===== src/design/cosine_similarity_defines.svh =====
// Assertion macros shared by the cosine similarity block.
`ifndef COSINE_SIMILARITY_DEFINES_SVH
`define COSINE_SIMILARITY_DEFINES_SVH

// Antecedent implies consequent in the same cycle.
`define CSIM_ASSERT_SAME(lbl, ante, cons, msg) \
  lbl: assert property (@(posedge clk_i) disable iff (!rst_ni) (ante) |-> (cons)) \
    else $error(msg);

// Antecedent implies consequent in the next cycle.
`define CSIM_ASSERT_NEXT(lbl, ante, cons, msg) \
  lbl: assert property (@(posedge clk_i) disable iff (!rst_ni) (ante) |=> (cons)) \
    else $error(msg);

`endif


===== src/design/csim_pkg.sv =====
// Package with the widths and types of the cosine similarity block.
package csim_pkg;
  localparam int ElemWidth = 16;
  localparam int ProdWidth = 2 * ElemWidth;
  localparam int DotWidth  = 41;
  localparam int NormWidth = 40;
  localparam int MulWidth  = 48;
  localparam int MulSteps  = MulWidth / 8;
  localparam int AccWidth  = 2 * MulWidth;
  localparam int CmpWidth  = 113;
  localparam int RootBits  = 16;

  typedef struct packed {
    logic signed [DotWidth-1:0] dot;
    logic [NormWidth-1:0]       nx;
    logic [NormWidth-1:0]       ny;
  } csim_sums_t;

  typedef struct packed {
    logic full;
    logic empty;
  } csim_fifo_st_t;

  typedef enum logic [4:0] {
    S_IDLE = 5'b00001,
    S_MUL  = 5'b00010,
    S_ROOT = 5'b00100,
    S_SAT  = 5'b01000,
    S_OUT  = 5'b10000
  } csim_state_e;
endpackage


===== src/design/csim_front.sv =====
// Front part: element products and the three saturating running sums.
module csim_front (
  input  logic                                   clk_i,
  input  logic                                   rst_ni,
  input  logic                                   in_valid_i,
  output logic                                   in_stall_o,
  input  logic signed [csim_pkg::ElemWidth-1:0]  x_elem_i,
  input  logic signed [csim_pkg::ElemWidth-1:0]  y_elem_i,
  input  logic                                   last_elem_i,
  output logic                                   push_o,
  output csim_pkg::csim_sums_t                   sums_o,
  input  csim_pkg::csim_fifo_st_t                fifo_st_i
);
  import csim_pkg::*;

  logic                          p_vld_q, p_vld_d, p_last_q;
  logic signed [ProdWidth-1:0]   pxy_q, pxx_q, pyy_q;
  logic signed [DotWidth-1:0]    dot_q, dot_d;
  logic [NormWidth-1:0]          nx_q, nx_d, ny_q, ny_d;
  logic signed [DotWidth:0]      dot_sum;
  logic [NormWidth:0]            nx_sum, ny_sum;
  logic                          blocked;
  csim_sums_t                    sums;

  assign blocked    = p_vld_q & p_last_q & fifo_st_i.full;
  assign in_stall_o = blocked;

  always_comb begin
    dot_sum = (DotWidth+1)'(dot_q) + (DotWidth+1)'(pxy_q);
    nx_sum  = {1'b0, nx_q} + (NormWidth+1)'(unsigned'(pxx_q));
    ny_sum  = {1'b0, ny_q} + (NormWidth+1)'(unsigned'(pyy_q));
    if (dot_sum[DotWidth] != dot_sum[DotWidth-1]) begin
      sums.dot = dot_sum[DotWidth] ? {1'b1, {(DotWidth-1){1'b0}}}
                                   : {1'b0, {(DotWidth-1){1'b1}}};
    end else begin
      sums.dot = dot_sum[DotWidth-1:0];
    end
    sums.nx = nx_sum[NormWidth] ? {NormWidth{1'b1}} : nx_sum[NormWidth-1:0];
    sums.ny = ny_sum[NormWidth] ? {NormWidth{1'b1}} : ny_sum[NormWidth-1:0];
  end

  assign sums_o = sums;
  assign push_o = p_vld_q & p_last_q & ~fifo_st_i.full;

  always_comb begin
    dot_d   = dot_q;
    nx_d    = nx_q;
    ny_d    = ny_q;
    p_vld_d = p_vld_q;
    if (!blocked) begin
      p_vld_d = in_valid_i;
      if (p_vld_q) begin
        if (p_last_q) begin
          dot_d = '0;
          nx_d  = '0;
          ny_d  = '0;
        end else begin
          dot_d = sums.dot;
          nx_d  = sums.nx;
          ny_d  = sums.ny;
        end
      end
    end
  end

  always_ff @(posedge clk_i or negedge rst_ni) begin
    if (!rst_ni) begin
      p_vld_q  <= 1'b0;
      p_last_q <= 1'b0;
      dot_q    <= '0;
      nx_q     <= '0;
      ny_q     <= '0;
    end else begin
      p_vld_q <= p_vld_d;
      dot_q   <= dot_d;
      nx_q    <= nx_d;
      ny_q    <= ny_d;
      if (!blocked && in_valid_i) begin
        p_last_q <= last_elem_i;
      end
    end
  end

  always_ff @(posedge clk_i) begin
    if (!blocked && in_valid_i) begin
      pxy_q <= x_elem_i * y_elem_i;
      pxx_q <= x_elem_i * x_elem_i;
      pyy_q <= y_elem_i * y_elem_i;
    end
  end
endmodule


===== config.mk =====
export PLATFORM = sky130hd
export DESIGN_NAME = csim_front
export DESIGN_NICKNAME = d
export VERILOG_FILES = /design/src/design/cosine_similarity_defines.svh /design/src/design/csim_pkg.sv /design/src/design/csim_front.sv
export SDC_FILE = /design/constraint.sdc
export NUM_CORES = 2
export LEC_CHECK = 0
export BUFFER_PORTS_ARGS = -buffer_cell sky130_fd_sc_hd__clkbuf_2
export CAP_MARGIN = 30
export CORE_UTILIZATION = 71
export CTS_CLUSTER_SIZE = 40
export DETAILED_ROUTE_END_ITERATION = 8
export HOLD_SLACK_MARGIN = 0.1
export PLACE_DENSITY = 0.93
export SLEW_MARGIN = 20
export SYNTH_ARGS = -nofsm -noshare
export SYNTH_HDL_FRONTEND = slang
export SYNTH_SLANG_ARGS = --single-unit
export TNS_END_PERCENT = 100

===== constraint.sdc =====
create_clock -name clk_i -period 9.4 [get_ports clk_i]
set_input_delay 1.88 -clock clk_i [delete_from_list [all_inputs] [get_ports clk_i]]
set_output_delay 1.88 -clock clk_i [all_outputs]
set_load 0.005 [all_outputs]

# After elaboration in Yosys (flattened, before gate mapping)
# Index checks and enable logic that the tools add are counted.
[word_totals]
register_bits = 219
inputBits = 38
out_inout_bits = 123
word_cells = 30
[op_classes]
n_addsub = 3
multipliers = 3
eq_ne = 1
muxes = 7
bitwise_logic = 5
n_reduce_logical = 3
[op_table]
columns = ["operator", "n"]
rows = [
  ["$mux W40", 4],
  ["$mux W41", 3],
  ["$mul A16 B16 Y32", 3],
  ["$add A40 B32 Y41", 2],
  ["$add A41 B32 Y42", 1],
  ["$and A1 B1 Y1", 3],
  ["$not A1 Y1", 2],
  ["$reduce_and A2 Y1", 1],
  ["$logic_and A1 B1 Y1", 1],
  ["$logic_not A1 Y1", 1],
  ["$ne A1 B1 Y1", 1],
]

# Logic depth before layout (Yosys ltp)
[depth]
ltp_word = 4
ltp_mapped = 26
ltp_nobuf = 24

# Worst setup path after synthesis
# Ideal clock, no wire load.
[synth_timing]
kind = "input to register"
start = "input port x_elem_i[15] in the netlist's numbering"
end = "register pxy_q[31], data pin"
setup_ns = 0.259
arrival_ns = 7.663
required_ns = 9.141
path_slack_ns = 1.477
stages = 20
path_buffers = 2
path_cell_list = "clkbuf_1 inv_1 buf_1 nor2_1 fa_1 fa_1 fa_1 fa_1 fa_1 inv_1 fa_1 inv_1 ha_1 a21oi_1 o21ai_0 a21oi_1 a21oi_1 a2111oi_0 a21oi_1 xnor2_1"
[synth_between]
elab_chain_cells = 1
[synth_lines]
columns = ["element", "line_no", "source"]
rows = [
  ["start, declared", "csim_front.sv:7", "input logic signed [csim_pkg::ElemWidth-1:0] x_elem_i,"],
  ["$mul A16 B16 Y32", "csim_front.sv:86", "pxy_q <= x_elem_i * y_elem_i;"],
  ["end signal, assigned", "csim_front.sv:86", ""],
  ["end, declared", "csim_front.sv:17", "logic signed [ProdWidth-1:0] pxy_q, pxx_q, pyy_q;"],
]
# Every way passes these cells.
# A chain may end at the register's enable or synchronous reset.

# Worst setup path after layout
[layout_timing]
start = "input port y_elem_i[2] in the netlist's numbering"
end = "register pyy_q[31], data pin"
[layout_between]
elab_chain_cells = 1
[layout_lines]
columns = ["element", "line_no", "source"]
rows = [
  ["start, declared", "csim_front.sv:8", "input logic signed [csim_pkg::ElemWidth-1:0] y_elem_i,"],
  ["$mul A16 B16 Y32", "csim_front.sv:88", "pyy_q <= y_elem_i * y_elem_i;"],
  ["end signal, assigned", "csim_front.sv:88", ""],
  ["end, declared", "csim_front.sv:17", ""],
]
# Every way passes these cells.

==> qor.csv <==
stage,metric,value,unit
finish,Fill cells,3507,
global_routing,wire length of the first global-routing pass,175000,um
setup_path,critical path cell sequence,"clkbuf_2, inv_1, nor2_1, inv_1, fa_1, inv_1, fa_1, fa_1, fa_1, fa_1, inv_1, fa_1, inv_1, ha_1, a21o_1, a21o_1, a221oi_1, o21ai_1, a31o_2, a211oi_1, o31ai_1, a21oi_1, xnor2_1",
setup_path,CP Max Fanout,19,
routing,Avg WL per Cell,20.0,um
routing,Total Wirelength,107000,um
clock_network,CTS tree,done,
routing,DR vias,33300,
clock_network,CTS H-tree lvls,1,
logic_synthesis,"Async S/R FF share, synth",56.7,%
placement,dpl hpwl,84000,um
finish,area grow syn2layout,5.75,%
job,Max-cap violations,0,
routing,Iter 0 DRT Violations,3001,
routing,drt first pass iters,6,
setup_path,slowest CP cell,fa_1,
hold_path,Hold WC Path Type,reg -> reg,
logic_synthesis,Post-Syn Instances,4520,
clock_network,"Reg clk slew, reported paths",0.07,ns
status,status,"finished, final reports clean",
floorplanning,die area,59700,sq um
finish,share of cells above drive strength 1,6.85,%
timing,Tcrit/Tclk final,87.9,%
timing,Slew HR,34.3,%
setup_path,Worst EP arrival,8.56,ns
logic_synthesis,yosys warns,0,
placement,GP Congestion,0.964,
clock_network,Clock Latency Late Sink,0.56,ns
finish,Total Nets Final,5719,
floorplanning,Die Span X,244,um
placement,input/output buffers,159,
hold_path,Hold Crit Start,dot_q[0],
setup_path,crit path launch type,primary input,
clock_network,"Setup Fix Bufs, Post-CTS",0,
timing,Max Slew Vio Count,0,
clock_network,post-CTS resize count,0,
routing,Routed Antenna Nets,0,
setup_path,Crit. End Element,flip-flop,
floorplanning,die height,244,um
logic_synthesis,number of enable flip-flop cells after synthesis,94,
setup_path,FF-to-FF End,dot_q[28],
finish,Sequential Area,5900,sq um
floorplanning,# rows,88,
setup_path,WS Path Type,in -> reg,
timing,Fmax,0.121,GHz
clock_network,hold buffers post-CTS,0,
finish,Layout Utilization,76.2,%
timing,RSZ-0062 raised after global routing,no,
clock_network,CTS sink count,217,
global_routing,antenna violations before repair,4,
floorplanning,# IOs,161,
clock_network,Max clock buf depth,3,
floorplanning,Initial Util,72.1,%
timing,endpoints failing setup,0,
timing,setup TNS,0,ns
logic_synthesis,Post-Syn Nets,5658,
timing,min Tclk post-route,8.26,ns
logic_synthesis,"flops & latches, synth",217,
setup_path,FF-to-FF Start,dot_q[2],
setup_path,length in cells of the worst reg-to-reg path,11,
floorplanning,core area,57800,sq um
setup_path,critical path required time,9.70,ns
setup_path,CP most frequent cell,fa_1,
global_routing,gr ovfl total,0,
global_routing,largest net degree at the start of global routing,78,
timing,Max Clock Skew,0.0150,ns
logic_synthesis,Mapped Area,41700,sq um
global_routing,All-Layer GR Usage,36.7,%
timing,measured slew at the worst slew-check pin,0.983,ns
clock_network,TritonCTS buffer count,26,
finish,multi-input logic area,31400,sq um
timing,"Hold Violations, Final",0,
clock_network,root buffer cell,clkbuf_16,
setup_path,critical path's largest stage delay,0.54,ns
hold_path,Hold Path End,dot_q[0],
routing,Vias/cell,6.21,
logic_synthesis,ys flop type,dfrtp_1,
logic_synthesis,Synth cell types,86,
setup_path,FF-to-FF setup slack,5.23,ns
logic_synthesis,register area share after synthesis,14.2,%
global_routing,vias in the first global route,36100,
routing,# DRC,0,
logic_synthesis,syn avg cell area,9.22,sq um
hold_path,hold depth,2,
## kinds of logic after synthesis
kind of cell | count (synthesis) | synth area share (%)
buffers and inverters | 1160 | 10.6
adder cells (fa/ha/maj) | 1100 | 46.2
AND/OR/NAND/NOR | 1068 | 12.1
AO/OA/AOI/OAI | 754 | 12.3
flip-flops | 217 | 14.2
XOR/XNOR | 212 | 4.46
multiplexers | 9 | 0.234
## state kept, by name, summed over array words and instances, names as in the netlist
register / flops
dot_q: 41
nx_q: 40
ny_q: 40
p_last_q: 1
p_vld_q: 1
pxx_q: 31
pxy_q: 32
pyy_q: 31
## cell usage in the layout (no fill, tap or decap), drive strengths merged, types with 25 or more instances in the layout
cell | synthesis | layout
inv | 978 | 979
fa | 729 | 729
nand2 | 462 | 462
ha | 371 | 371
and2 | 196 | 196
clkbuf | 154 | 190
a21oi | 181 | 181
nor2 | 179 | 179
xnor2 | 147 | 147
o21ai | 139 | 139
dfrtp | 123 | 123
edfxtp | 94 | 94
a21o | 85 | 85
xor2 | 65 | 65
a22o | 65 | 65
o211ai | 53 | 53
buf | 23 | 52
o21a | 37 | 37
nor3 | 34 | 34
nand3 | 33 | 33
nand2b | 32 | 32
and3 | 30 | 30
o21bai | 29 | 29
a211oi | 26 | 26
nand4 | 25 | 25
## synthesized netlist by cell type, drive strengths merged, types with 16 or more instances
library cell    n  area, sq um
inv           978         3670
fa            729        14600
nand2         462         1730
ha            371         4640
and2          196         1230
a21oi         181          913
nor2          179          672
clkbuf        154          587
xnor2         147         1290
o21ai         139          703
dfrtp         123         3080
edfxtp         94         2820
a21o           85          638
a22o           65          569
xor2           65          569
o211ai         53          398
o21a           37          278
nor3           34          170
nand3          33          165
nand2b         32          200
and3           30          188
o21bai         29          218
a211oi         26          195
nand4          25          156
a31oi          24          163
buf            23          139
nor2b          19          119
or3            18          113
a31o           16          140
or2            16          100
## through the flow
stage | instances | setup slack [ns] | cell area [sq um] | hold WS, ns
final | 5370 | 1.14 | 44100 | 0.507
after global routing | 5368 | 0.934 | 44100 | 0.526
after CTS | 5363 | 1.31 | 44000 | 0.508
after detailed placement | 5315 | 0.787 | 43100 | 0.495
after global placement | 5313 | 1.02 | 43100 | 0.484
after floorplan | 4520 | 1.48 | 41700 | 0.471
## routing by layer
| metal | track usage, % | share of wire [%] |
|---|---|---|
| met5 | 0 | 0.012 |
| met4 | 20.1 | 5.8 |
| met3 | 6.05 | 9.5 |
| met2 | 63.0 | 49 |
| met1 | 44.3 | 35 |
## worst max path at each step
stage          slack, ns        end          from  cells after the start
2_1_floorplan       1.48  pxy_q[31]  x_elem_i[15]                     20
3_3_place_gp        1.02  pxy_q[31]   y_elem_i[6]                     20
3_5_place_dp        0.79  pyy_q[31]   y_elem_i[2]                     23
4_1_cts             1.31  pyy_q[31]   y_elem_i[2]                     23
5_1_grt             0.93  pxy_q[31]   y_elem_i[2]                     20
6_report            1.14  pyy_q[31]   y_elem_i[2]                     23
## area by class of cell
type	count	area share, %
antenna	4	0.0227
clock buffer	32	1.57
clock inverter	16	0.466
inverter	983	8.37
multi-input combinational	3143	71.2
sequential	217	13.4
tap	765	2.17
timing repair buffer	210	2.80
## worst max-delay path: cells and delay by family
kind | cells | cell delay (ns)
buffers and inverters | 6 | 0.97
AOI/OAI and AO/OA | 8 | 1.87
xor gates and xnor gates | 1 | 0.08
and+or+nand+nor | 1 | 0.34
adders and majority gates | 7 | 3.39
Power is not shown: default switching activity piles up to over one toggle a cycle in this logic, so the estimate is an artifact.
