**config.mk**
```make
export PLATFORM = sky130hd
export DESIGN_NAME = csim_back
export DESIGN_NICKNAME = d
export VERILOG_FILES = /design/src/design/cosine_similarity_defines.svh /design/src/design/csim_pkg.sv /design/src/design/csim_back.sv
export SDC_FILE = /design/constraint.sdc
export NUM_CORES = 2
export LEC_CHECK = 0
export BUFFER_PORTS_ARGS = -buffer_cell sky130_fd_sc_hd__buf_4
export CORE_UTILIZATION = 55
export DETAILED_ROUTE_END_ITERATION = 8
export GPL_ROUTABILITY_DRIVEN = 0
export GPL_TIMING_DRIVEN = 1
export HOLD_SLACK_MARGIN = 0.08
export PLACE_DENSITY = 0.71
export SETUP_SLACK_MARGIN = 0.5
export SLEW_MARGIN = 10
export SYNTH_ARGS = -nofsm -noshare
export SYNTH_HDL_FRONTEND = slang
export SYNTH_SLANG_ARGS = --single-unit
```
**constraint.sdc**
```tcl
create_clock -name clk_i -period 24.2 [get_ports clk_i]
set_clock_uncertainty 0.1 [all_clocks]
set_input_delay 2.42 -clock clk_i [delete_from_list [all_inputs] [get_ports clk_i]]
set_output_delay 2.42 -clock clk_i [all_outputs]
set_load 0.01 [all_outputs]
```
**src/design/cosine_similarity_defines.svh**
```systemverilog
// Assertion macros shared by the cosine similarity block.
`ifndef COSINE_SIMILARITY_DEFINES_SVH
`define COSINE_SIMILARITY_DEFINES_SVH

// Antecedent implies consequent in the same cycle.
`define CSIM_ASSERT_SAME(lbl, ante, cons, msg) \
  lbl: assert property (@(posedge clk_i) disable iff (!rst_ni) (ante) |-> (cons)) \
    else $error(msg);

// Antecedent implies consequent in the next cycle.
`define CSIM_ASSERT_NEXT(lbl, ante, cons, msg) \
  lbl: assert property (@(posedge clk_i) disable iff (!rst_ni) (ante) |=> (cons)) \
    else $error(msg);

`endif

```
**src/design/csim_pkg.sv**
```systemverilog
// Package with the widths and types of the cosine similarity block.
package csim_pkg;
  localparam int ElemWidth = 16;
  localparam int ProdWidth = 2 * ElemWidth;
  localparam int DotWidth  = 41;
  localparam int NormWidth = 40;
  localparam int MulWidth  = 48;
  localparam int MulSteps  = MulWidth / 8;
  localparam int AccWidth  = 2 * MulWidth;
  localparam int CmpWidth  = 113;
  localparam int RootBits  = 16;

  typedef struct packed {
    logic signed [DotWidth-1:0] dot;
    logic [NormWidth-1:0]       nx;
    logic [NormWidth-1:0]       ny;
  } csim_sums_t;

  typedef struct packed {
    logic full;
    logic empty;
  } csim_fifo_st_t;

  typedef enum logic [4:0] {
    S_IDLE = 5'b00001,
    S_MUL  = 5'b00010,
    S_ROOT = 5'b00100,
    S_SAT  = 5'b01000,
    S_OUT  = 5'b10000
  } csim_state_e;
endpackage

```
**src/design/csim_back.sv**
```systemverilog
// Back part: norm product, squared dot product and the bit-serial root search.
module csim_back (
  input  logic                          clk_i,
  input  logic                          rst_ni,
  input  csim_pkg::csim_sums_t          sums_i,
  input  csim_pkg::csim_fifo_st_t       fifo_st_i,
  output logic                          pop_o,
  output logic                          out_valid_o,
  input  logic                          out_stall_i,
  output logic signed [15:0]            similarity_o,
  output logic                          zero_norm_o
);
  import csim_pkg::*;

  csim_state_e           state_q, state_d;
  logic [MulWidth-1:0]   opa_q, opa_d, opb_q, opb_d, absd_q, absd_d;
  logic [AccWidth-1:0]   acc_q, acc_d, p_q, p_d;
  logic [CmpWidth-1:0]   r_q, r_d, s_q, s_d, t_q, t_d, sum1_q, sum1_d, cand;
  logic [RootBits-1:0]   mag_q, mag_d, res_q, res_d;
  logic [3:0]            bit_q, bit_d, cnt_q, cnt_d;
  logic                  sub_q, sub_d, neg_q, neg_d, zero_q, zero_d;
  logic                  out_vld_q, out_vld_d, load;
  logic signed [15:0]    sim_q;
  logic                  zn_q;
  logic [MulWidth-1:0]   dot_ext;

  assign load = (state_q == S_OUT) && (!out_vld_q || !out_stall_i);
  assign pop_o = (state_q == S_IDLE) && !fifo_st_i.empty;
  assign dot_ext = unsigned'(MulWidth'(sums_i.dot));
  assign cand = sum1_q + (CmpWidth'(p_q) << {bit_q, 1'b0});

  always_comb begin
    state_d = state_q;
    opa_d = opa_q; opb_d = opb_q; absd_d = absd_q;
    acc_d = acc_q; p_d = p_q; r_d = r_q; s_d = s_q; t_d = t_q; sum1_d = sum1_q;
    mag_d = mag_q; res_d = res_q; bit_d = bit_q; cnt_d = cnt_q;
    sub_d = sub_q; neg_d = neg_q; zero_d = zero_q;
    case (state_q)
      S_IDLE: begin
        if (!fifo_st_i.empty) begin
          neg_d  = sums_i.dot[DotWidth-1];
          absd_d = sums_i.dot[DotWidth-1] ? (~dot_ext + 1'b1) : dot_ext;
          opa_d  = MulWidth'(sums_i.nx);
          opb_d  = MulWidth'(sums_i.ny);
          acc_d  = '0;
          cnt_d  = '0;
          if (sums_i.nx == '0 || sums_i.ny == '0) begin
            zero_d  = 1'b1;
            res_d   = '0;
            state_d = S_OUT;
          end else begin
            zero_d  = 1'b0;
            state_d = S_MUL;
          end
        end
      end
      S_MUL: begin
        acc_d = (acc_q << 8) + AccWidth'(opa_q * opb_q[MulWidth-1 -: 8]);
        opb_d = opb_q << 8;
        cnt_d = cnt_q + 4'd1;
        if (cnt_q == 4'(MulSteps - 1)) begin
          p_d   = acc_d;
          acc_d = '0;
          opa_d = absd_q;
          opb_d = absd_q;
        end else if (cnt_q == 4'(2 * MulSteps - 1)) begin
          r_d     = CmpWidth'(acc_d) << 30;
          s_d     = '0;
          t_d     = '0;
          mag_d   = '0;
          bit_d   = 4'(RootBits - 1);
          sub_d   = 1'b0;
          state_d = S_ROOT;
        end
      end
      S_ROOT: begin
        if (!sub_q) begin
          sum1_d = s_q + (t_q << ({1'b0, bit_q} + 5'd1));
          sub_d  = 1'b1;
        end else begin
          sub_d = 1'b0;
          if (cand <= r_q) begin
            s_d   = cand;
            t_d   = t_q + (CmpWidth'(p_q) << bit_q);
            mag_d = mag_q | (RootBits'(1) << bit_q);
          end
          if (bit_q == 4'd0) begin
            state_d = S_SAT;
          end else begin
            bit_d = bit_q - 4'd1;
          end
        end
      end
      S_SAT: begin
        if (neg_q) begin
          res_d = (mag_q > 16'd32768) ? 16'h8000 : (~mag_q + 16'd1);
        end else begin
          res_d = (mag_q > 16'd32767) ? 16'h7fff : mag_q;
        end
        state_d = S_OUT;
      end
      S_OUT: begin
        if (load) begin
          state_d = S_IDLE;
        end
      end
      default: state_d = S_IDLE;
    endcase
  end

  always_comb begin
    out_vld_d = out_vld_q & out_stall_i;
    if (load) begin
      out_vld_d = 1'b1;
    end
  end

  always_ff @(posedge clk_i or negedge rst_ni) begin
    if (!rst_ni) begin
      state_q   <= S_IDLE;
      out_vld_q <= 1'b0;
      cnt_q     <= '0;
      bit_q     <= '0;
      sub_q     <= 1'b0;
    end else begin
      state_q   <= state_d;
      out_vld_q <= out_vld_d;
      cnt_q     <= cnt_d;
      bit_q     <= bit_d;
      sub_q     <= sub_d;
    end
  end

  always_ff @(posedge clk_i) begin
    opa_q <= opa_d; opb_q <= opb_d; absd_q <= absd_d;
    acc_q <= acc_d; p_q <= p_d; r_q <= r_d; s_q <= s_d; t_q <= t_d;
    sum1_q <= sum1_d; mag_q <= mag_d; res_q <= res_d;
    neg_q <= neg_d; zero_q <= zero_d;
    if (load) begin
      sim_q <= signed'(res_q);
      zn_q  <= zero_q;
    end
  end

  assign out_valid_o  = out_vld_q;
  assign similarity_o = sim_q;
  assign zero_norm_o  = zn_q;
endmodule

```
## Yosys cells after proc, flatten, opt, wreduce, memory -nomap -nowiden

Cells that the tools add are included.

| word-level totals | value |
|---|---|
| flip-flop bits (word level) | 816 |
| bits of input ports | 126 |
| output and inout bits | 19 |
| word-level logic and storage cells | 136 |

| cells by class | value |
|---|---|
| $add $sub $neg | 9 |
| multiply operators | 1 |
| $lt $le $gt $ge | 3 |
| eq/ne operators | 17 |
| shift operators | 4 |
| muxes and demuxes | 50 |
| bitwise operators | 7 |
| reduce and logical (&&, ||, !) cells | 24 |

Operator list:

| kind | count |
|---|---|
| 113-bit 2-to-1 mux | 6 |
| 113-bit case mux with 2 select lines | 2 |
| 113-bit adder | 3 |
| 48-bit 2-to-1 mux | 4 |
| 48-bit case mux with 2 select lines | 2 |
| 88-bit 2-to-1 mux | 2 |
| 88-bit case mux with 2 select lines | 1 |
| 16-bit 2-to-1 mux | 9 |
| 113-bit less-or-equal comparator | 1 |
| 113-bit by 5-bit << shifter with 113-bit output | 1 |
| 96-bit by 4-bit << shifter with 113-bit output | 1 |
| 96-bit by 5-bit << shifter with 113-bit output | 1 |
| 96-bit by 56-bit adder with 96-bit output | 1 |
| 40-bit logical NOT | 2 |
| 16-bit case mux with 2 select lines | 2 |
| 48-bit by 8-bit multiplier with 56-bit output | 1 |
| 48-bit by 1-bit adder with 48-bit output, second input constant | 1 |
| 48-bit inverter | 1 |
| 40-bit 2-to-1 mux | 1 |
| 5-bit 2-to-1 mux | 7 |
| 5-bit case mux with 5 select lines | 1 |
| 4-bit 2-to-1 mux | 5 |
| 2-bit inequality test, second input constant | 9 |
| 16-bit by 1-bit adder with 16-bit output, second input constant | 1 |
| other kinds (30) | 50 |

## Logic depth before layout (Yosys ltp)

| depth | value |
|---|---|
| depth in word-level cells | 6 |
| depth in mapped cells | 38 |

## Worst setup path before layout

No wires, ideal clock.

| timing path | value |
|---|---|
| path kind | register to register |
| start point | reg bit_q[0] |
| end point | reg mag_q[0], enable pin |
| library setup time | 0.876 ns |
| arrival | 18.565 ns |
| required time | 23.224 ns |
| slack | 4.659 ns |
| stages on the path, launching flop included | 37 |
| buffers on the path | 6 |
| cells stage by stage | dfrtp_1 -> buf_1 -> clkbuf_1 -> clkbuf_1 -> clkbuf_1 -> buf_1 -> o211ai_1 -> o21ai_0 -> mux2i_1 -> mux2i_1 -> ha_1 -> clkbuf_1 -> nand2_1 -> nor2_1 -> a211oi_1 -> o211ai_1 -> nor4b_2 -> o31ai_2 -> a31oi_2 -> a31oi_1 -> or3_1 -> a2111o_1 -> o21ai_1 -> xnor2_1 -> ha_1 -> nand2_1 -> or3_1 -> nor3_1 -> nand4_1 -> nor4_1 -> nand2_1 -> or4_1 -> nor4_1 -> nand4_1 -> nor4_1 -> nand4_1 -> o21ai_1 |

| on the way | value |
|---|---|
| longest elaborated chain between the ends | 5 |

Ends and longest elaborated chain:

| item | line | RTL |
|---|---|---|
| start, declared | csim_back.sv:20 | `logic [3:0] bit_q, bit_d, cnt_q, cnt_d;` |
| start signal, assigned | csim_back.sv:129 | `bit_q <= bit_d;` |
| 96-bit by 5-bit << shifter with 113-bit output | csim_back.sv:30 | `assign cand = sum1_q + (CmpWidth'(p_q) << {bit_q, 1'b0});` |
| 113-bit adder | csim_back.sv:30 |  |
| named net cand[111] | csim_back.sv:18 | `logic [CmpWidth-1:0] r_q, r_d, s_q, s_d, t_q, t_d, sum1_q, sum1_d, cand;` |
| 113-bit less-or-equal comparator | csim_back.sv:82 | `if (cand <= r_q) begin` |
| 2-bit inequality test (no line) | - |  |
| 5-bit AND reduction (no line) | - |  |
| end signal, assigned | csim_back.sv:137 | `sum1_q <= sum1_d; mag_q <= mag_d; res_q <= res_d;` |
| end, declared | csim_back.sv:19 | `logic [RootBits-1:0] mag_q, mag_d, res_q, res_d;` |

The timed path passes the listed nets, and every way through them passes these cells.
A chain may end at the register's enable or synchronous reset.

## Worst setup path after layout

| timing path | value |
|---|---|
| start point | reg bit_q[0] |
| end point | reg s_q[90], enable pin |

| on the way | value |
|---|---|
| longest elaborated chain between the ends | 5 |

Ends and longest elaborated chain:

| item | line | RTL |
|---|---|---|
| 96-bit by 5-bit << shifter with 113-bit output | csim_back.sv:30 |  |
| 113-bit adder | csim_back.sv:30 |  |
| named net cand[111] | csim_back.sv:18 |  |
| 113-bit less-or-equal comparator | csim_back.sv:82 |  |
| 2-bit inequality test (no line) | - |  |
| 5-bit AND reduction (no line) | - |  |
| end signal, assigned | csim_back.sv:136 | `acc_q <= acc_d; p_q <= p_d; r_q <= r_d; s_q <= s_d; t_q <= t_d;` |
| end, declared | csim_back.sv:18 |  |

The timed path passes the listed nets, and every way through them passes these cells.

==> impl_metrics.json <==
{
  "post-route-util_pct": 59.3,
  "synth_area_leaders": "edfxtp_1 (30%), fa_1 (8.1%), ha_1 (8.0%)",
  "synth_top_family_by_area": "simple AND/OR/NAND/NOR gates",
  "synthAdderAreaFrac_pct": 16.2,
  "max_stage_delay_ns": 0.81,
  "nNetsFinal": 9549,
  "final_cell_area_sq_mm": 0.0854,
  "max_slew_margin_pct": 13.6,
  "period_share_pct": 54.5,
  "via_per_inst": 6.49,
  "core_sq_mm": 0.144,
  "grt_pass1_wl_mm": 380,
  "drive_gt1_share_pct": 7.43,
  "status": "finished, final reports clean",
  "drv_slew": 0,
  "seq_area_frac_synth_pct": 30.4,
  "critPathKind": "reg2reg",
  "muxShareOfSynthArea_pct": 10.8,
  "drc": 0,
  "syn_area_sq_mm": 0.0802,
  "fmax_mhz": 75.8,
  "hold_path.class": "reg2reg",
  "cts_resized": 0,
  "initial_core_util_pct": 55.6,
  "grt_overflow": 0,
  "antenna_found_initial": 5,
  "synth_edf_count": 801,
  "syn_to_final_growth_pct": 6.50,
  "grt_max_degree": 204,
  "ys_ff_latch": 816,
  "critPathSlowestCell": "clkinv_2",
  "wl_per_cell_um": 23.7,
  "synth-simple-area-share_pct": 17.2,
  "drtIter0Drc": 8941,
  "cp.arrival_ns": 13.42,
  "io_buffers": 143,
  "synth_warnings": 0,
  "rsz0062_at_grt": "false",
  "die_h_um": 384,
  "setup_viol": 0,
  "synth_compound_area_share_pct": 15.9,
  "rows": 139,
  "die_area_sq_mm": 0.147,
  "postCtsHoldBufs": 0,
  "postCtsSetupRepairBufs": 0,
  "cts.reportedPaths.clkPinSlew_ns": 0.06,
  "grt_use_total_pct": 33.5,
  "synth_top_area_share_pct": 30.0,
  "drv_cap": 0,
  "antenna_left": 0,
  "hold_viol": 0,
  "clk_latency_ns": 0.73,
  "synth_xor_area_share_pct": 4.92,
  "pin_count": 145,
  "synth_top_area_cell": "edfxtp_1",
  "required_ns": 24.44,
  "cts_tree": "built",
  "place_area_sq_mm": 0.0825,
  "ys.flop_type": "edfxtp_1",
  "fillers": 12300,
  "crit_fanout": 64,
  "cts_root_buf": "clkbuf_16",
  "drt_pass1_iterations": 7,
  "finalSetupTns_ns": 0,
  "cts_buffers": 91,
  "htree_levels": 3,
  "tightest_slew_ns": 1.28,
  "syn_area_per_cell_sq_um": 9.15,
  "clk_path_buf_depth": 3,
  "vias": 68600,
  "ys_types": 98,
  "grt_pass1_vias": 65700,
  "wl_mm": 251,
  "clock-sinks": 816,
  "end_kind": "flip-flop",
  "finalCriticalPeriod_ns": 13.18,
  "async_reset_ff_share_pct": 1.84,
  "crit_path_start_kind": "flip-flop",
  "dpl.hpwl_mm": 196,
  "die_w_um": 384,
  "syn_inst": 8771
}
cell usage after synthesis, drive strengths merged, types with 27 or more instances:
cell type and instances:
o21ai 614, nand4 187, mux2 65, xor2 161, edfxtp 801, o31ai 44, nand3 118, inv 485
a21oi 638, o21a 43, o22ai 27, mux2i 467, o21bai 141, buf 60, nand2b 126, nor2 660
clkbuf 433, nor3 115, nor4 52, o211ai 39, or3 47, nor2b 49, nand2 1048, ha 514
and2 378, a211oi 46, and3 46, mux4 143, a21o 249, a21boi 29, a31oi 86, fa 326
xnor2 290
cell families (layout without fill, tap and decap cells):
kind of cell             count (synthesis)  in the layout
AO/OA/AOI/OAI                         2100           2100
multiplexers                           675            675
adder cells (fa/ha/maj)                840            840
XOR/XNOR                               451            451
AND/OR/NAND/NOR                       2909           2909
buffers and inverters                  979            861
other                                    1              9
flip-flops                             816            816
flip-flops by register name, summed over array words and instances (netlist names):
| signal | count |
|---|---|
| state_q | 5 |
| opa_q | 48 |
| sub_q | 1 |
| absd_q | 48 |
| neg_q | 1 |
| zero_q | 1 |
| bit_q | 4 |
| mag_q | 16 |
| s_q | 113 |
| res_q | 16 |
| cnt_q | 4 |
| r_q | 83 |
| acc_q | 88 |
| p_q | 96 |
| sum1_q | 113 |
| similarity_o | 16 |
| t_q | 113 |
| out_valid_o | 1 |
| zero_norm_o | 1 |
| opb_q | 48 |
per-stage QoR:
step	instances	setup WS, ns	hold slack, ns
2_1_floorplan	8777	4.66	0.300
3_3_place_gp	10400	11.45	0.304
3_5_place_dp	10400	11.37	0.306
4_1_cts	10600	11.34	0.317
5_1_grt	10600	10.69	0.311
6_report	10600	11.02	0.306
cells in the final DEF (no fill, tap or decap), drive strengths merged, types with 65 or more instances in the layout:
cell type  synthesis  routed
a21o             249     249
a21oi            638     638
a31oi             86      86
and2             378     378
buf               60     206
clkbuf           433     103
edfxtp           801     801
fa               326     326
ha               514     514
inv              485     500
mux2              65      65
mux2i            467     467
mux4             143     143
nand2           1048    1048
nand2b           126     126
nand3            118     118
nand4            187     187
nor2             660     660
nor3             115     115
o21ai            614     614
o21bai           141     141
xnor2            290     290
xor2             161     161
worst max-delay path: cells and delay by family, from the launching register on:
family                   cells  cell delay [ns]
AO/OA/AOI/OAI               11             3.00
XOR/XNOR                     1             0.16
adder cells (fa/ha/maj)      2             0.65
buffers and inverters        3             2.22
flip-flops                   1             0.75
multiplexers                 2             0.39
AND/OR/NAND/NOR             14             5.41
cell type report:
type | instances | area, sq um | area share (%)
inverters | 486 | 1840 | 2.15
diodes | 2 | 5.00 | 0.00586
well taps | 1903 | 2380 | 2.79
clock buffers | 103 | 2360 | 2.77
flip-flops and latches | 816 | 24400 | 28.6
clock inverters | 66 | 582 | 0.681
repair buffers | 206 | 1580 | 1.85
multi-input cells | 6982 | 52300 | 61.1
worst paths after layout:
check / startpoint / depth (start not counted) / slack, ns / to
max in group asynchronous: rst_ni / 1 / 22.25 / state_q[0]
min reg2reg: res_q[2] / 0 / 0.31 / similarity_o[2]
min in group asynchronous: rst_ni / 1 / 1.47 / cnt_q[3]
max: bit_q[0] / 33 / 11.02 / s_q[90]
min: res_q[2] / 0 / 0.31 / similarity_o[2]
max reg2reg: bit_q[0] / 33 / 11.02 / s_q[90]
metal layers:
| layer | share of wire, % | vias to the layer above | wire (um) | global-route usage, % |
|---|---|---|---|---|
| met5 | 0.0072 | - | 18 | 0 |
| met4 | 4.8 | 2 | 11900 | 14.3 |
| met3 | 12 | 704 | 29600 | 7.43 |
| met2 | 44 | 3829 | 111000 | 52.5 |
| met1 | 39 | 33000 | 97700 | 44.6 |
| li1 | - | 31100 | - | - |
Power is left out: the tool's default activity adds up to more than one toggle a clock period on the data nets, which glitch-free logic cannot reach.
