--- config.mk ---
export PLATFORM = sky130hd
export DESIGN_NAME = csim_fifo
export DESIGN_NICKNAME = d
export VERILOG_FILES = /design/src/design/cosine_similarity_defines.svh /design/src/design/csim_pkg.sv /design/src/design/csim_fifo.sv
export SDC_FILE = /design/constraint.sdc
export NUM_CORES = 1
export LEC_CHECK = 0
export ABC_AREA = 1
export ABC_CLOCK_PERIOD_IN_PS = 8650
export BUFFER_PORTS_ARGS = -buffer_cell sky130_fd_sc_hd__buf_2
export CORE_UTILIZATION = 50
export DETAILED_ROUTE_END_ITERATION = 6
export GPL_TIMING_DRIVEN = 0
export PLACE_DENSITY = 0.74
export SLEW_MARGIN = 5
export SYNTH_ARGS = -nofsm -noshare
export SYNTH_HDL_FRONTEND = slang
export SYNTH_SLANG_ARGS = --single-unit
--- constraint.sdc ---
create_clock -name clk_i -period 8.65 [get_ports clk_i]
set_clock_uncertainty 0.1 [all_clocks]
set_input_delay 1.2975 -clock clk_i [delete_from_list [all_inputs] [get_ports clk_i]]
set_output_delay 1.2975 -clock clk_i [all_outputs]
set_load 0.05 [all_outputs]
--- src/design/cosine_similarity_defines.svh ---
// Assertion macros shared by the cosine similarity block.
`ifndef COSINE_SIMILARITY_DEFINES_SVH
`define COSINE_SIMILARITY_DEFINES_SVH

// Antecedent implies consequent in the same cycle.
`define CSIM_ASSERT_SAME(lbl, ante, cons, msg) \
  lbl: assert property (@(posedge clk_i) disable iff (!rst_ni) (ante) |-> (cons)) \
    else $error(msg);

// Antecedent implies consequent in the next cycle.
`define CSIM_ASSERT_NEXT(lbl, ante, cons, msg) \
  lbl: assert property (@(posedge clk_i) disable iff (!rst_ni) (ante) |=> (cons)) \
    else $error(msg);

`endif

--- src/design/csim_pkg.sv ---
// Package with the widths and types of the cosine similarity block.
package csim_pkg;
  localparam int ElemWidth = 16;
  localparam int ProdWidth = 2 * ElemWidth;
  localparam int DotWidth  = 41;
  localparam int NormWidth = 40;
  localparam int MulWidth  = 48;
  localparam int MulSteps  = MulWidth / 8;
  localparam int AccWidth  = 2 * MulWidth;
  localparam int CmpWidth  = 113;
  localparam int RootBits  = 16;

  typedef struct packed {
    logic signed [DotWidth-1:0] dot;
    logic [NormWidth-1:0]       nx;
    logic [NormWidth-1:0]       ny;
  } csim_sums_t;

  typedef struct packed {
    logic full;
    logic empty;
  } csim_fifo_st_t;

  typedef enum logic [4:0] {
    S_IDLE = 5'b00001,
    S_MUL  = 5'b00010,
    S_ROOT = 5'b00100,
    S_SAT  = 5'b01000,
    S_OUT  = 5'b10000
  } csim_state_e;
endpackage

--- src/design/csim_fifo.sv ---
// Two-entry queue of finished sums between the front and back parts.
module csim_fifo (
  input  logic                    clk_i,
  input  logic                    rst_ni,
  input  logic                    push_i,
  input  csim_pkg::csim_sums_t    push_data_i,
  input  logic                    pop_i,
  output csim_pkg::csim_sums_t    pop_data_o,
  output csim_pkg::csim_fifo_st_t status_o
);
  import csim_pkg::*;

  csim_sums_t mem_q [2];
  logic       wptr_q, rptr_q;
  logic [1:0] cnt_q;

  assign status_o.full  = cnt_q[1];
  assign status_o.empty = (cnt_q == 2'd0);
  assign pop_data_o     = mem_q[rptr_q];

  always_ff @(posedge clk_i) begin
    if (push_i) begin
      mem_q[wptr_q] <= push_data_i;
    end
  end

  always_ff @(posedge clk_i or negedge rst_ni) begin
    if (!rst_ni) begin
      wptr_q <= 1'b0;
      rptr_q <= 1'b0;
      cnt_q  <= 2'd0;
    end else begin
      if (push_i) begin
        wptr_q <= ~wptr_q;
      end
      if (pop_i) begin
        rptr_q <= ~rptr_q;
      end
      cnt_q <= cnt_q + {1'b0, push_i} - {1'b0, pop_i};
    end
  end
endmodule

## Word-level counts from Yosys, hierarchy flattened

Memory sizes are Yosys's and may differ from the RTL's.
Cells that the tools add are included.
Widths: inputs -> output; s select.

- Register bits: 4
- Memory bits (writable): 242
- Bits of input ports: 125
- Output and inout port bits: 123
- Logic and storage cells: 11
- Memories kept: 1

Memories:

| name | words | width | read ports | clocked after Yosys merged registers in | write ports | RTL line | source |
|---|---|---|---|---|---|---|---|
| mem_q | 2 | 121 | 1 | 0 | 1 | csim_fifo.sv:13 | `csim_sums_t mem_q [2];` |

- Add/sub/neg operators: 2
- Multiplexer cells: 2
- Bitwise operators: 2
- Reductions and logical operators: 1

Operator list:

| kind | number |
|---|---|
| $add 2x1->2 | 1 |
| $logic_not 2->1 | 1 |
| $mux 1 | 2 |
| $not 1->1 | 2 |
| $sub 2x1->2 | 1 |

## Logic depth before layout (Yosys ltp)

Gate-level depths: netlist (run 1).

- Depth in word-level cells: 2
- Gate-level depth with buffers: 7
- Depth with buffers taken out: 7

## Worst setup path after synthesis (run 1)

Ideal clock, no wire load.

- Path type: input to register
- Start point: in push_i
- End point: mem mem_q[0][0] in the netlist's numbering, enable pin
- Setup time: 606 ps
- Arrival: 6399 ps
- Required time: 7944 ps
- Setup slack: 1545 ps
- Stages: 2
- Path buffers: 0
- Cell sequence: inv_1 -> nor2_1

- Word-level cells in the longest chain between the ends: 2

RTL lines:

| item | RTL line | source |
|---|---|---|
| from (decl) | csim_fifo.sv:5 | `input logic push_i,` |
| $mux 1 | csim_fifo.sv:22 | `if (push_i) begin` |
| $mux 1 (not written as such) | csim_fifo.sv:23 | `mem_q[wptr_q] <= push_data_i;` |
| to (decl) | csim_fifo.sv:13 |  |

Every way passes these cells.

==> results.toml, run 1 <==
[timing]
hold_viol_final = 0
slew_viol_final = 0
timing.final.ws_setup_ps = 5370
setup_viol_count_final = 0
min_period_ps = 3280
min_period_over_period = 0.379
tightest_slew_ps = 707
maxSlewHeadroom = 0.528
holdWs_ps = 459
max_freq_ghz = 0.305
rsz0062_at_grt = "no"

[worst_setup_path]
worstRegToRegCells = 3
path_max_fanout = 10
endpoint_kind = "output port"
slowest_delay_ps = 370
cp.arrival_ps = 1880
critPathLaunchType = "flip-flop"
cp_cell_sequence = "buf_6 -> clkbuf_1 -> o21ai_0 -> buf_2"
crit_required_ps = 7250
cp.depth = 4
worst-path-buf-inv = 3
crit_slowest_cell = "dfrtp_1"
critPathKind = "flip-flop to output port"
cp_top_family = "buffers and inverters"

[grt]
grt_first_pass_wirelength_mm = 29.7
grt_max_degree = 65
antenna_found_initial = 2
grt_overflow = 0
grt_usage = 0.198
grt_pass1_vias = 5888

[drt]
drc_errors = 0
num_vias = 5735
ant_nets = 0
drt_wl_total_mm = 19.3
dr.first_iter.drc_count = 359
via_per_inst = 4.83
wl_per_cell_um = 16.2
drt_first_pass_iters = 4

[clock_tree]
cts.repair.resized = 0
h-tree-depth = 1
clkSlewWorstSetupHoldPaths_ps = 60
cts_setup_buffers = 0
cts_tree = "done"
hold_buffers = 0
clock_sinks = 246
cts_buffer_depth = 3
cts_buffers = 26
clockRootBuffer = "clkbuf_16"
clock_latency_ps = 500

[place]
gp_congestion = 0.739
dp_hpwl_mm = 13.1
port_buffers = 247
place_ws_ps = 5690

[power_and_ir_drop]
p_leak_nw = 5.17
power.density_nw_per_um2 = 417
irDropWorstVdd_mv = 0.273

[floorplan]
rows = 49
die_h_um = 139
fp.coreArea_sq_um = 18200
die_w_um = 139
fp.dieArea_sq_um = 19400
pin_count = 248
start_util = 0.518

[logic_synthesis]
syn_nets = 784
postSynthAreaPerCell_sq_um = 14.4
yosysWarningCount = 0
syn_inst = 657
synthesis.area_sq_um = 9430
ys_ff_latch = 246
synth_cell_types = 18
synth_top_area_cell = "edfxtp_1"
seq_area_frac_synth = 0.781
synth_area_leaders = "edfxtp_1 77%, inv_1 5.1%, nand2_1 5.1%, o21ai_2 4.6%, o21ai_0 2.6%"
synth_top_area_frac = 0.770

[cells_and_area]
finish.utilization = 0.659
fin_nets = 1065
area_delta_synth_final_pct = 27.2
drive_above_1_share = 0.382

[run_status]
status = "completed"

[min_path]
hold_path_depth = 1
worstHoldPathType = "flip-flop to flip-flop"

[flow_run]
maxCapViolCount = 0
[registers in the layout (all words and copies together), names as in the netlist]
register / count
mem_q: 242
cnt_q: 2
rptr_q: 1
wptr_q: 1
[Yosys cell counts (all sizes together)]
library cell  instances
nor2                  2
edfxtp              242
inv                 128
o21ai               121
buf                  22
nand2               127
nand3                 1
xor2                  2
clkbuf                6
ha                    2
dfrtp                 4
[metrics by stage]
| stage | power [mW] | setup TNS [ps] | instance area, sq um | std cells |
|---|---|---|---|---|
| after global routing | 5.23 | 0 | 12000 | 1187 |
| after global placement | 3.92 | -188390 | 11000 | 1133 |
| after floorplan | 3.38 | 0 | 9430 | 657 |
| after detailed placement | 3.94 | 0 | 11100 | 1139 |
| after CTS | 5.06 | 0 | 12000 | 1186 |
| final | 5.01 | 0 | 12000 | 1187 |
[worst reg2reg max path: stages, from the launching register on]
cell and delay (ps):
dfrtp_1 430, nor2_4 590, buf_12 270, buf_12 220
[layout by cell type, fill, tap and decap left out, types with 2 or more instances in the layout]
cell       count
buf_12         3
buf_16         4
buf_2        248
buf_4          5
buf_6         14
bufinv_16      4
clkbuf_1       6
clkbuf_16     27
clkinv_1       8
clkinv_2       5
dfrtp_1        4
edfxtp_1     242
ha_1           2
inv_1        127
nand2_1      127
o21ai_0       49
o21ai_1       22
o21ai_2       50
xor2_1         2
[cell families (layout without fill, tap and decap cells)]
family,after synthesis,in the layout,synth area share
flops,246,246,0.781
compound gates,121,121,0.0841
other cells,0,1,0
buf+inv,156,456,0.0784
xor+xnor,2,2,0.00186
simple gates,130,130,0.0519
fa+ha+maj,2,2,0.00265
[power breakdown]
group	total (mW)	internal, mW	switching, mW
Sequential	1.63	1.58	0.0531
Clock	1.12	0.685	0.433
Combinational	2.26	0.514	1.74
[final timing paths]
kind | start | endpoint | slack (ps)
worst max register to register | wptr_q | mem_q[0][86] | 6740
max in group asynchronous | rst_ni | cnt_q[1] | 7840
worst min register to register | wptr_q | wptr_q | 460
min in group asynchronous | rst_ni | cnt_q[0] | 490
worst max-delay path | rptr_q | pop_data_o[19] | 5370
worst min-delay path | wptr_q | wptr_q | 460
[layout make-up]
type	instances	area [sq um]
antenna	1	2.50
buffer	28	259
clock buffer	28	679
clock inverter	19	199
fill	1330	6210
inverter	128	485
multi-input combinational	255	1330
sequential	246	7370
tap	229	287
timing repair buffer	253	1390
[routing by layer]
metal | vias up | track usage | wire length, um
met5 | - | 0 | 11
met4 | 2 | 0.0497 | 278
met3 | 27 | 0.0705 | 1910
met2 | 212 | 0.349 | 9620
met1 | 2691 | 0.229 | 7450
li1 | 2803 | - | -
(Power assumes the default switching activity.)
==> run 2: changes to the inputs <==
Settings changed: ABC_CLOCK_PERIOD_IN_PS 8650 to 2700, CORE_UTILIZATION 50 to 47, PLACE_DENSITY 0.74 to 0.73.
Clock period 8.65 ns to 2.7 ns, I/O delays scaled along.
==> results.toml, run 2 (synthesis results as in run 1) <==
[worst_setup_path]
critPathKind = "flip-flop to output port"
cp.arrival_ps = 1930
crit_slowest_cell = "dfrtp_1"
critPathLaunchType = "flip-flop"
cp_cell_sequence = "buf_6 -> clkbuf_1 -> o21ai_0 -> buf_2"
crit_required_ps = 2190
endpoint_kind = "output port"
slowest_delay_ps = 370
path_max_fanout = 10

[clock_tree]
clock_sinks = 246
cts_buffers = 26
cts.repair.resized = 0
clockRootBuffer = "clkbuf_16"
h-tree-depth = 1
cts_tree = "done"
cts_buffer_depth = 3
clock_latency_ps = 510
clkSlewWorstSetupHoldPaths_ps = 60
hold_buffers = 123
cts_setup_buffers = 0

[floorplan]
pin_count = 248
start_util = 0.481
die_h_um = 144
die_w_um = 144
rows = 51
fp.dieArea_sq_um = 20600
fp.coreArea_sq_um = 19600

[grt]
antenna_found_initial = 2
grt_pass1_vias = 6521
grt_usage = 0.200
grt_max_degree = 41
grt_overflow = 0
grt_first_pass_wirelength_mm = 31.3

[min_path]
worstHoldPathType = "input port to flip-flop"

[cells_and_area]
reg_top3 = "mem_q x242, cnt_q x2"
fillers = 1357
largest-register = "mem_q"
fin_nets = 1189
seq_area_sq_um = 7370
final_cell_mix = "248 x buf_2, 242 x edfxtp_1, 126 x inv_1, 126 x nand2_1, 123 x dlygate4sd3_1"
layout.cells.non_filler = 1348
finish.utilization = 0.679
final_cell_area_sq_um = 13300
area_delta_synth_final_pct = 41.0
multi_input_area_sq_um = 1340
drive_above_1_share = 0.345
largest_reg_flops = 242
final_common_cell = "buf_2"

[place]
place_ws_ps = 681
dp.cells = 1176
postPlaceCellArea_sq_um = 11200
gp_congestion = 0.703
port_buffers = 247
dp_hpwl_mm = 12.7

[drt]
wl_per_cell_um = 15.8
dr.first_iter.drc_count = 287
num_vias = 6264
ant_nets = 0
via_per_inst = 4.65
drt_first_pass_iters = 5
drt_wl_total_mm = 21.3
drc_errors = 0

[power_and_ir_drop]
p_leak_nw = 5.69
irDropWorstVdd_mv = 0.709
fin_total_pwr_mw = 16.4
power.density_nw_per_um2 = 1230

[run_status]
status = "completed"

[timing]
timing.final.ws_setup_ps = 261
maxSlewHeadroom = 0.573
setup_viol_count_final = 0
tightest_slew_ps = 639
min_period_ps = 2440
max_freq_ghz = 0.410
rsz0062_at_grt = "no"
min_period_over_period = 0.903
slew_viol_final = 0
hold_viol_final = 0

[flow_run]
maxCapViolCount = 0
## run 2: cell count changes in the layout (fill, tap and decap cells not counted), moves of 2 or more
cell           previous run  this run
buf_16                    4         1
clkinv_1                  8         5
clkinv_2                  5         8
dlygate4sd3_1             0       123
buf_12                    3         7
clkinvlp_4                1         3
## run 2: where the power goes
| part | switching, mW | internal (mW) | total [mW] |
|---|---|---|---|
| combinational | 5.66 | 1.76 | 7.41 |
| clock | 1.41 | 2.29 | 3.70 |
| sequential | 0.177 | 5.06 | 5.24 |
| total | 7.25 | 9.11 | 16.4 |
## run 2: path summary, 6_finish.rpt
| check | to | from | cells past startpoint | slack (ps) |
|---|---|---|---|---|
| max | pop_data_o[12] | rptr_q | 4 | 260 |
| min | wptr_q | push_i | 2 | 80 |
| max reg2reg | mem_q[1][46] | wptr_q | 3 | 840 |
| min reg2reg | wptr_q | wptr_q | 1 | 470 |
| max in group asynchronous | wptr_q | rst_ni | 2 | 2240 |
| min in group asynchronous | cnt_q[0] | rst_ni | 2 | 130 |
## run 2: metal layers
metal / GRT usage / wire, um / up-vias
li1: - / - / 3042
met1: 0.204 / 7590 / 2929
met2: 0.381 / 11400 / 237
met3: 0.0600 / 1710 / 54
met4: 0.0733 / 529 / 2
met5: 0 / 14 / -
## run 2: worst max-delay path, delay by kind of cell, from the launching register on
family,cells,cell delay [ps]
AOI/OAI and AO/OA,1,330
DFF,1,370
buffers and inverters,3,720
## run 2: area by class of cell
cell class                      instances  share of cell area
Inverter                              128              0.0366
Multi-Input combinational cell        255               0.100
Clock inverter                         20              0.0168
Clock buffer                           28              0.0511
Tap cell                              265              0.0249
Buffer                                 28              0.0195
Antenna cell                            1            0.000188
Timing Repair Buffer                  377               0.197
Sequential cell                       246               0.554
## run 2: per-stage QoR
step	hold slack (ps)	setup TNS [ps]
floorplan	9.41	-12770
global placement	114	-302310
detailed placement	116	0
CTS	61.2	0
global route	69.5	0
finish	77.8	0
==> run 3: changes to the inputs <==
Settings changed: CORE_UTILIZATION 47 to 40, PLACE_DENSITY 0.73 to 0.64.
==> results.toml, run 3 (synthesis results as in run 1) <==
[run_status]
status = "completed"

[power_and_ir_drop]
p_sw_mw = 7.20
switching_share = 0.448
fin_total_pwr_mw = 16.1
p_int_mw = 8.87
p_leak_nw = 5.66
seqPwrFrac = 0.325
p_comb_frac = 0.461
irDropWorstVdd_mv = 0.798
power.density_nw_per_um2 = 1210
p_clk_frac = 0.214

[min_path]
hold_path_depth = 2
min_to = "wptr_q"
hp-start = "push_i"
worstHoldPathType = "input port to flip-flop"

[worst_setup_path]
r2r_start = "wptr_q"
path_max_fanout = 10
r2r-end = "mem_q[0][39]"
critPathKind = "flip-flop to output port"
worstRegToRegCells = 4
cp.arrival_ps = 1980
slowest_delay_ps = 470
cp_cell_sequence = "buf_6 -> clkbuf_1 -> o21ai_0 -> buf_2"
critPathLaunchType = "flip-flop"
crit_required_ps = 2190
endpoint_kind = "output port"
r2r_setup_slack_ps = 610
crit_slowest_cell = "clkbuf_1"

[timing]
min_period_ps = 2490
timing.final.ws_setup_ps = 214
slew_viol_final = 0
min_period_over_period = 0.921
max_freq_ghz = 0.402
hold_viol_final = 0
maxSlewHeadroom = 0.505
setup_viol_count_final = 0
tightest_slew_ps = 741
rsz0062_at_grt = "no"

[clock_tree]
cts_setup_buffers = 0
cts_tree = "done"
clkSlewWorstSetupHoldPaths_ps = 50
clockRootBuffer = "clkbuf_16"
h-tree-depth = 1
hold_buffers = 123
clock_sinks = 246
clock_latency_ps = 510
cts_buffer_depth = 3
cts_buffers = 27
cts.repair.resized = 0

[grt]
grt_overflow = 0
grt_first_pass_wirelength_mm = 32.2
antenna_found_initial = 0
grt_pass1_vias = 6473
grt_usage = 0.172
grt_max_degree = 37

[place]
postPlaceCellArea_sq_um = 11300
gp_congestion = 0.707
dp.cells = 1225
dp_hpwl_mm = 12.9
place_ws_ps = 389
port_buffers = 247

[floorplan]
die_w_um = 156
pin_count = 248
fp.dieArea_sq_um = 24200
start_util = 0.413
fp.coreArea_sq_um = 22800
die_h_um = 156
rows = 55

[cells_and_area]
area_delta_synth_final_pct = 41.1
layout.cells.non_filler = 1397
largest_reg_flops = 242
fillers = 1799
multi_input_area_sq_um = 1340
final_cell_area_sq_um = 13300
largest-register = "mem_q"
drive_above_1_share = 0.339
seq_area_sq_um = 7370
final_cell_mix = "248 x buf_2, 242 x edfxtp_1, 126 x inv_1, 126 x nand2_1, 123 x dlygate4sd3_1"
final_common_cell = "buf_2"
antenna_cells = 0
reg_top3 = "mem_q x242, cnt_q x2"
fin_nets = 1191

[drt]
dr.first_iter.drc_count = 237
num_vias = 6182
wl_per_cell_um = 14.9
drc_errors = 0
drt_first_pass_iters = 6
via_per_inst = 4.43
drt_wl_total_mm = 20.8
ant_nets = 0

[flow_run]
maxCapViolCount = 0
## run 3: worst max path at each step
| stage | from | endpoint |
|---|---|---|
| final | rptr_q | pop_data_o[54] |
| after global routing | rptr_q | pop_data_o[54] |
| after CTS | rptr_q | pop_data_o[54] |
| after floorplan | wptr_q | mem_q[1][0] |
| after detailed placement | push_i | mem_q[0][38] |
| after global placement | push_i | mem_q[1][81] |
## run 3: layer usage
metal | global-route usage | part of all wire
met2 | 0.318 | 0.52
met4 | 0.0523 | 0.020
met3 | 0.0511 | 0.079
met1 | 0.189 | 0.38
met5 | 0 | 0
## run 3: metrics by stage
step                      TNS, ps  hold slack [ps]   util
after floorplan            -12770             9.41      -
after global placement    -329460              117  0.485
after detailed placement        0              117  0.492
after CTS                       0             56.0  0.583
after global routing            0             54.2  0.583
final                           0             71.5  0.583
## run 3: layout make-up
type,count,area share
plain buffers,28,0.0195
inverters,128,0.0366
well taps,313,0.0294
repair buffers,378,0.199
clock buffers,36,0.0533
flip-flops and latches,246,0.554
clock inverters,13,0.00884
multi-input cells,255,0.100
## run 3: worst max-delay path: cells and delay by family, from the launching register on
| family | cells | cell delay, ps |
|---|---|---|
| buffers and inverters | 3 | 900 |
| AO/OA/AOI/OAI | 1 | 220 |
| flip-flops | 1 | 340 |
## run 3: power by group through the flow
stage	Clock, mW	Combinational (mW)	Sequential [mW]
finish	3.44	7.40	5.23
global route	3.70	7.88	5.29
CTS	3.51	7.51	5.22
detailed placement	0	7.36	5.30
global placement	0	7.14	5.37
floorplan	0	5.43	5.32
